### src/hdl/xcsp_pkg.sv
// ----------------------------------------------------------------------------
// xcsp_pkg
// Shared types, codes and the hex digit decoder for the sentence parser.
// ----------------------------------------------------------------------------
`default_nettype none

package xcsp_pkg;

  localparam int IDENT_MAX   = 7;
  localparam int IDENT_W     = 8 * IDENT_MAX;
  localparam int VLEN_MAX    = 31;

  // configuration register indexes
  localparam logic [1:0] CFG_START_MARKER    = 2'd0;
  localparam logic [1:0] CFG_CHECKSUM_MARKER = 2'd1;
  localparam logic [1:0] CFG_FIELD_SEPARATOR = 2'd2;

  localparam logic [7:0] START_MARKER_RST    = 8'h24;
  localparam logic [7:0] CHECKSUM_MARKER_RST = 8'h2A;
  localparam logic [7:0] FIELD_SEPARATOR_RST = 8'h2C;

  typedef enum logic [2:0] {
    ST_ACCEPTED = 3'd0,
    ST_BAD_HEX  = 3'd1,
    ST_MISMATCH = 3'd2,
    ST_BAD_IDENT = 3'd3,
    ST_EMPTY_VALUE = 3'd4
  } status_t;

  typedef enum logic [3:0] {
    PH_WAIT = 4'b0001,
    PH_BODY = 4'b0010,
    PH_CSHI = 4'b0100,
    PH_CSLO = 4'b1000
  } phase_t;

  typedef struct packed {
    logic       ok;
    logic [3:0] nibble;
  } hex_t;

  typedef struct packed {
    status_t              frame_status;
    logic [IDENT_W-1:0]   ident_text;
    logic [2:0]           ident_length;
    logic [4:0]           value_length;
    logic [7:0]           computed_sum;
    logic [7:0]           received_sum;
  } result_t;

  function automatic hex_t hex_decode(input logic [7:0] b);
    hex_t h;
    h.ok     = 1'b1;
    h.nibble = 4'd0;
    if (b >= 8'h30 && b <= 8'h39) begin
      h.nibble = 4'(b - 8'h30);
    end else if (b >= 8'h41 && b <= 8'h46) begin
      h.nibble = 4'(b - 8'h37);
    end else if (b >= 8'h61 && b <= 8'h66) begin
      h.nibble = 4'(b - 8'h57);
    end else begin
      h.ok = 1'b0;
    end
    return h;
  endfunction

endpackage

`default_nettype wire

### src/hdl/xor_checked_sentence_parser_unit.sv
// ----------------------------------------------------------------------------
// xor_checked_sentence_parser_unit
// Frames marker-delimited sentences, checks the XOR checksum, reports status.
// ----------------------------------------------------------------------------
// Takes one received byte per cycle while in_ready is high and frames
// sentences: start marker, body, checksum marker, two hex digits. Every
// accepted byte updates the frame registers in the same cycle. When its last
// hex digit is accepted, a sentence's status is registered into the result
// register, or into the one skid register while the output stalls; so input
// bytes keep flowing while a result waits, and in_ready drops only when both
// hold a result. A body longer than BODY_CAPACITY-1 bytes is dropped without
// a result. The three marker bytes must be written through the cfg port
// only while idle, which the block does not enforce; cfg_ready is always high.
`default_nettype none

module xor_checked_sentence_parser_unit
  import xcsp_pkg::*;
#(
  parameter int BODY_CAPACITY = 32
) (
  input  wire logic                clk,
  input  wire logic                rst_n,
  input  wire logic                in_valid,
  output      logic                in_ready,
  input  wire logic [7:0]          in_rx_byte,
  output      logic                out_valid,
  input  wire logic                out_ready,
  output      logic [2:0]          out_frame_status,
  output      logic [IDENT_W-1:0]  out_ident_text,
  output      logic [2:0]          out_ident_length,
  output      logic [4:0]          out_value_length,
  output      logic [7:0]          out_computed_sum,
  output      logic [7:0]          out_received_sum,
  input  wire logic                cfg_valid,
  output      logic                cfg_ready,
  input  wire logic [1:0]          cfg_index,
  input  wire logic [7:0]          cfg_wdata
);

  localparam int CNT_W = $clog2(BODY_CAPACITY);
  localparam int EW    = CNT_W + 5;

  logic [7:0] start_marker_r, checksum_marker_r, field_separator_r;

  phase_t             phase_r, phase_nxt;
  logic [CNT_W-1:0]   body_count_r, body_count_nxt;
  logic [7:0]         running_xor_r, running_xor_nxt;
  logic [3:0]         high_nibble_r, high_nibble_nxt;
  logic               sep_seen_r, sep_seen_nxt;
  logic [CNT_W-1:0]   sep_index_r, sep_index_nxt;
  logic [IDENT_W-1:0] ident_r, ident_nxt;

  result_t out_r, skid_r, res;
  logic    out_valid_r, skid_valid_r;
  logic    accept, emit;

  logic [EW-1:0] cnt_ext, sep_ext, vlen_full;
  logic [2:0]    idlen;
  logic [4:0]    vlen;
  hex_t          hex;
  logic [7:0]    rsum;
  logic          ident_bad;

  assign cfg_ready = 1'b1;
  assign in_ready  = !skid_valid_r;
  assign accept    = in_valid && in_ready;

  always_ff @(posedge clk) begin
    if (!rst_n) begin
      start_marker_r    <= START_MARKER_RST;
      checksum_marker_r <= CHECKSUM_MARKER_RST;
      field_separator_r <= FIELD_SEPARATOR_RST;
    end else if (cfg_valid) begin
      case (cfg_index)
        CFG_START_MARKER:    start_marker_r    <= cfg_wdata;
        CFG_CHECKSUM_MARKER: checksum_marker_r <= cfg_wdata;
        CFG_FIELD_SEPARATOR: field_separator_r <= cfg_wdata;
        default: ;
      endcase
    end
  end

  // lengths derived from the frame as it stands
  always_comb begin
    cnt_ext   = EW'(body_count_r);
    sep_ext   = EW'(sep_index_r);
    vlen_full = cnt_ext - sep_ext - EW'(1);
    vlen      = 5'd0;
    if (sep_seen_r) begin
      idlen = (sep_ext > EW'(IDENT_MAX)) ? 3'(IDENT_MAX) : sep_ext[2:0];
      vlen  = (vlen_full > EW'(VLEN_MAX)) ? 5'(VLEN_MAX) : vlen_full[4:0];
    end else begin
      idlen = (cnt_ext > EW'(IDENT_MAX)) ? 3'(IDENT_MAX) : cnt_ext[2:0];
    end
    ident_bad = !sep_seen_r || (sep_ext == '0) || (sep_ext > EW'(IDENT_MAX));
  end

  always_comb begin
    hex             = hex_decode(in_rx_byte);
    phase_nxt       = phase_r;
    body_count_nxt  = body_count_r;
    running_xor_nxt = running_xor_r;
    high_nibble_nxt = high_nibble_r;
    sep_seen_nxt    = sep_seen_r;
    sep_index_nxt   = sep_index_r;
    ident_nxt       = ident_r;
    emit            = 1'b0;
    rsum            = {high_nibble_r, 4'd0};
    res.frame_status = ST_ACCEPTED;

    if (accept) begin
      case (phase_r)
        PH_WAIT: begin
          if (in_rx_byte == start_marker_r) begin
            phase_nxt = PH_BODY;
          end
        end
        PH_BODY: begin
          if (in_rx_byte == checksum_marker_r) begin
            phase_nxt = PH_CSHI;
          end else if (in_rx_byte == start_marker_r) begin
            body_count_nxt  = '0;
            running_xor_nxt = '0;
            sep_seen_nxt    = 1'b0;
            sep_index_nxt   = '0;
            ident_nxt       = '0;
          end else if (cnt_ext < EW'(BODY_CAPACITY - 1)) begin
            running_xor_nxt = running_xor_r ^ in_rx_byte;
            if (!sep_seen_r) begin
              if (in_rx_byte == field_separator_r) begin
                sep_seen_nxt  = 1'b1;
                sep_index_nxt = body_count_r;
              end else begin
                for (int i = 0; i < IDENT_MAX; i++) begin
                  if (cnt_ext == EW'(i)) begin
                    ident_nxt[8*i +: 8] = in_rx_byte;
                  end
                end
              end
            end
            body_count_nxt = body_count_r + CNT_W'(1);
          end else begin
            // overflow: drop the frame quietly
            phase_nxt = PH_WAIT;
          end
        end
        PH_CSHI: begin
          if (hex.ok) begin
            high_nibble_nxt = hex.nibble;
            phase_nxt       = PH_CSLO;
          end else begin
            emit             = 1'b1;
            rsum             = 8'd0;
            res.frame_status = ST_BAD_HEX;
            phase_nxt        = PH_WAIT;
          end
        end
        PH_CSLO: begin
          emit      = 1'b1;
          phase_nxt = PH_WAIT;
          if (!hex.ok) begin
            res.frame_status = ST_BAD_HEX;
          end else begin
            rsum = {high_nibble_r, hex.nibble};
            if (rsum != running_xor_r) begin
              res.frame_status = ST_MISMATCH;
            end else if (ident_bad) begin
              res.frame_status = ST_BAD_IDENT;
            end else if (vlen_full == '0) begin
              res.frame_status = ST_EMPTY_VALUE;
            end else begin
              res.frame_status = ST_ACCEPTED;
            end
          end
        end
        default: begin
          phase_nxt = PH_WAIT;
        end
      endcase

      // any return to waiting clears the frame
      if (phase_nxt == PH_WAIT) begin
        body_count_nxt  = '0;
        running_xor_nxt = '0;
        high_nibble_nxt = '0;
        sep_seen_nxt    = 1'b0;
        sep_index_nxt   = '0;
        ident_nxt       = '0;
      end
    end

    res.ident_text   = ident_r;
    res.ident_length = idlen;
    res.value_length = vlen;
    res.computed_sum = running_xor_r;
    res.received_sum = rsum;
  end

  always_ff @(posedge clk) begin
    if (!rst_n) begin
      phase_r       <= PH_WAIT;
      body_count_r  <= '0;
      running_xor_r <= '0;
      high_nibble_r <= '0;
      sep_seen_r    <= 1'b0;
      sep_index_r   <= '0;
      ident_r       <= '0;
    end else begin
      phase_r       <= phase_nxt;
      body_count_r  <= body_count_nxt;
      running_xor_r <= running_xor_nxt;
      high_nibble_r <= high_nibble_nxt;
      sep_seen_r    <= sep_seen_nxt;
      sep_index_r   <= sep_index_nxt;
      ident_r       <= ident_nxt;
    end
  end

  // result register with one skid entry behind it
  always_ff @(posedge clk) begin
    if (!rst_n) begin
      out_valid_r  <= 1'b0;
      skid_valid_r <= 1'b0;
    end else if (!out_valid_r || out_ready) begin
      if (skid_valid_r) begin
        out_valid_r  <= 1'b1;
        skid_valid_r <= 1'b0;
      end else begin
        out_valid_r <= emit;
      end
    end else if (emit) begin
      skid_valid_r <= 1'b1;
    end
  end

  always_ff @(posedge clk) begin
    if (!out_valid_r || out_ready) begin
      if (skid_valid_r) begin
        out_r <= skid_r;
      end else if (emit) begin
        out_r <= res;
      end
    end else if (emit) begin
      skid_r <= res;
    end
  end

  assign out_valid        = out_valid_r;
  assign out_frame_status = out_r.frame_status;
  assign out_ident_text   = out_r.ident_text;
  assign out_ident_length = out_r.ident_length;
  assign out_value_length = out_r.value_length;
  assign out_computed_sum = out_r.computed_sum;
  assign out_received_sum = out_r.received_sum;

endmodule

`default_nettype wire

### config.mk
export PLATFORM = sky130hd
export DESIGN_NAME = xor_checked_sentence_parser_unit
export DESIGN_NICKNAME = d
export VERILOG_FILES = /design/src/hdl/xcsp_pkg.sv /design/src/hdl/xor_checked_sentence_parser_unit.sv
export SDC_FILE = /design/constraint.sdc
export NUM_CORES = 1
export LEC_CHECK = 0
export BUFFER_PORTS_ARGS = -buffer_cell sky130_fd_sc_hd__buf_2
export CAP_MARGIN = 30
export CORE_MARGIN = 2
export CORE_UTILIZATION = 64
export DETAILED_ROUTE_END_ITERATION = 16
export PLACE_DENSITY = 0.92
export SYNTH_ARGS = -nofsm -noshare
export SYNTH_HDL_FRONTEND = slang
export SYNTH_SLANG_ARGS = --single-unit
### constraint.sdc
create_clock -name clk -period 11.3 [get_ports clk]
set_input_delay 0 -clock clk [delete_from_list [all_inputs] [get_ports clk]]
set_output_delay 0 -clock clk [all_outputs]
set_load 0.005 [all_outputs]
==> metrics.cfg <==
[route]
num_vias = 7812
drc = 0
drt_first_iter_violations = 841
wl_per_cell_um = 21.7
ant_nets = 0
vias_per_cell = 6.20
dr.pass1.iters = 8
drt-total-wl_mm = 27.4

[timing]
fmax_ghz = 0.276
maxSlewHeadroom_pct = 35.0
hold_viol = 0
hold_ws_ps = 138
worst_pin_slew_ps = 976
fin_crit_sh_pct = 32.1
finalSetupViolCount = 0
rsz0062_at_grt = no
setup_tns_ps = 0
skew_ps = 15.1
slew_viol_final = 0
min_period_ps = 3620

[outcome]
status = completed

[global_route]
overflow = 0
grtUsageMet3_pct = 4.12
grt_pass1_vias = 7812
grt.met2_usage_pct = 49.7
grt_max_degree = 88
grtUsageMet1_pct = 37.1
grt_pass1_wl_mm = 43.2
grt.total_usage_pct = 28.3
antenna_found_initial = 0
busiest_layer = met2

[setup_path]
crit_path_start_kind = primary input
crit_chain = dlygate4sd3_1, buf_2, inv_1, ha_1, o21ba_2, o21a_1, nor3_2, nand2_1, nand2_1, nor2_1, nor2_4, buf_12, buf_4
critical-path-max-stage-delay_ps = 540
cp_slowest_cell = dlygate4sd3_1
r2r_end = out_frame_status[1]
critical_path_class = primary input to register
critical_path.max_fanout = 44
cp-end-kind = register
crit_start = in_rx_byte[1]
reg2reg_depth = 9
crit_top_cell = nand2_1
worstPathRequired_ps = 11470
cp.arrival_ps = 3790
endpoint = out_frame_status[1]
r2r_slack_ps = 7990
worstReg2RegStart = phase_r[1]

[power_and_ir_drop]
pwr-share-clk_pct = 44.4
seqPwrFrac_pct = 52.4
power_switching_mw = 0.428
irDropWorstVdd_v = 0.000148
pwr-share-comb_pct = 3.3
p_per_area_nw_per_um2 = 151
p_leak_nw = 5.13
p_int_mw = 1.59
swShare_pct = 21.2

[clocking]
clkLatencyLatePin_ps = 540
clock_path_buffers = 3
clkSlewWorstSetupHoldPaths_ps = 60
clock_sinks = 275
cts_root_buf = clkbuf_16
cts-htree-levels = 1
numCtsBuffers = 27
cts_tree = done

[yosys]
ys_types = 63
synth_ff_type = edfxtp_1
synthArstFlopShare_pct = 0
ys_seq_elements = 275
avgSynthCellArea_um2 = 12.9
synthCells = 895
syn_area_um2 = 11600
netlist.area_leader.share_pct = 43.1
syn-num-nets = 933
yosysWarnings = 0
yosys-top-cells-area = edfxtp_1 (43%), dfxtp_1 (19%), mux2_2 (7.4%)
synth-seq-area-share_pct = 62.0
yosys.area.top_type = edfxtp_1
synth_edf_count = 166

[die]
io_pins = 109
die_area_um2 = 19100
coreArea_um2 = 17800
die_w_um = 138
initial_utilization_pct = 64.8
die_h_um = 138
rows = 49

[placement]
place_congestion = 0.867
hpwl_mm = 16.5
place.port_buffers = 107

[run]
cap_viol_max_count = 0

[worst_hold_path]
hold_path.class = primary input to register
min_from = rst_n

[cells_and_area]
num_antenna_cells = 0
drive_gt1_share_pct = 25.0
synthToLayoutAreaGrowth_pct = 15.9
fillerInstances = 1026
nNetsFinal = 1049

## power groups by stage
stage / registers (mW) / logic [mW] / clock network [mW]
final: 1.06 / 0.0656 / 0.895
after global routing: 1.06 / 0.0699 / 0.941
after CTS: 1.06 / 0.0636 / 0.894
after detailed placement: 1.08 / 0.0579 / 0
after global placement: 1.08 / 0.0570 / 0
after floorplan: 1.08 / 0.0431 / 0
## cell families (layout without fill, tap and decap cells)
| group | count (synthesis) | count (layout) | synth area share [%] |
|---|---|---|---|
| compound gates | 99 | 99 | 5.59 |
| xor+xnor | 40 | 40 | 3.03 |
| fa+ha+maj | 15 | 15 | 1.69 |
| buf+inv | 66 | 203 | 2.32 |
| flops | 275 | 275 | 62.0 |
| mux | 157 | 157 | 14.4 |
| other cells | 1 | 1 | 0.0325 |
| simple gates | 242 | 242 | 10.9 |
## worst max-delay path: cells and delay by family
kind	cells	cell delay, ps
buffers and inverters	5	1680
AND/OR/NAND/NOR	5	1350
AO/OA/AOI/OAI	2	490
adder cells (fa/ha/maj)	1	220
## cell type report
type                            instances  area [um2]  share of cell area [%]
Timing Repair Buffer                  136         836                    6.24
Inverter                               17        63.8                   0.477
Tap cell                              229         287                    2.14
Multi-Input combinational cell        554        4140                    30.9
Clock inverter                         14         115                   0.860
Sequential cell                       275        7170                    53.5
Clock buffer                           36         779                    5.82
## per-layer routing
metal	share of wire (%)	routed length (um)	vias to the layer above
met5	0	0	-
met4	1.9	533	0
met3	7.9	2160	58
met2	52	14200	425
met1	38	10500	3831
li1	-	-	3498
## cell usage after synthesis (4+ instances only)
library cell	count
o21a_1	7
inv_1	17
nor3_1	7
and2_1	5
mux2i_1	81
and3_1	5
o21ai_0	27
or3_1	7
clkbuf_1	33
ha_1	14
o31ai_1	5
a21oi_1	23
nor4_1	6
nand3_2	7
mux2_2	76
edfxtp_1	166
buf_2	7
a21o_1	5
dfxtp_1	109
xor2_1	24
nand3b_1	5
buf_1	7
nor2b_1	6
xnor2_1	16
nand4_1	11
nand3_1	20
nor2_1	41
nand4b_1	6
o41ai_1	4
nand2_1	90
nand2b_1	8
## flip-flops by register name, summed over array words and instances (netlist names), 8 cells and up
register,cells
field_separator_r,8
out_computed_sum,8
running_xor_r,8
skid_r,83
ident_r,56
out_received_sum,8
checksum_marker_r,8
start_marker_r,8
out_ident_text,56
## per-stage QoR
stage | setup slack, ps | util, % | area, um2 | power [mW] | std cells
finish | 7680 | 75.0 | 13400 | 2.02 | 1261
global route | 7410 | 75.0 | 13400 | 2.07 | 1261
CTS | 7770 | 75.0 | 13400 | 2.01 | 1261
detailed placement | 7790 | 68.9 | 12300 | 1.14 | 1191
global placement | 7500 | 68.6 | 12200 | 1.13 | 1188
floorplan | 5570 | - | 11600 | 1.12 | 895
## timing repair
action                     in CTS  in global routing
hold endpoints to repair       35                  0
hold buffers                   20                  0
setup buffers                   0                  0
setup endpoints to repair       0                  0
resized for setup               0                  0
## placed cells by master, fill, tap and decap left out, drive strengths merged, types with 7 or more instances in the layout
master,count
nor3,9
edfxtp,166
a21oi,23
nand2,90
nor2,41
or3,7
xnor2,16
nand2b,8
dlygate4sd3,20
nand3,27
o21a,7
mux2,76
o21ai,27
nand4,11
clkbuf,36
ha,14
mux2i,81
clkinv,10
xor2,24
buf,116
inv,19
dfxtp,109
nor4,7
## worst min path at each step
| stage | to | slack [ps] | cells past startpoint |
|---|---|---|---|
| finish | checksum_marker_r[5] | 140 | 3 |
| global route | start_marker_r[2] | 180 | 3 |
| CTS | checksum_marker_r[5] | 130 | 3 |
| detailed placement | field_separator_r[2] | 250 | 3 |
| global placement | checksum_marker_r[1] | 250 | 3 |
| floorplan | checksum_marker_r[1] | 130 | 2 |
Note: power is estimated with default switching activity, not from simulation.
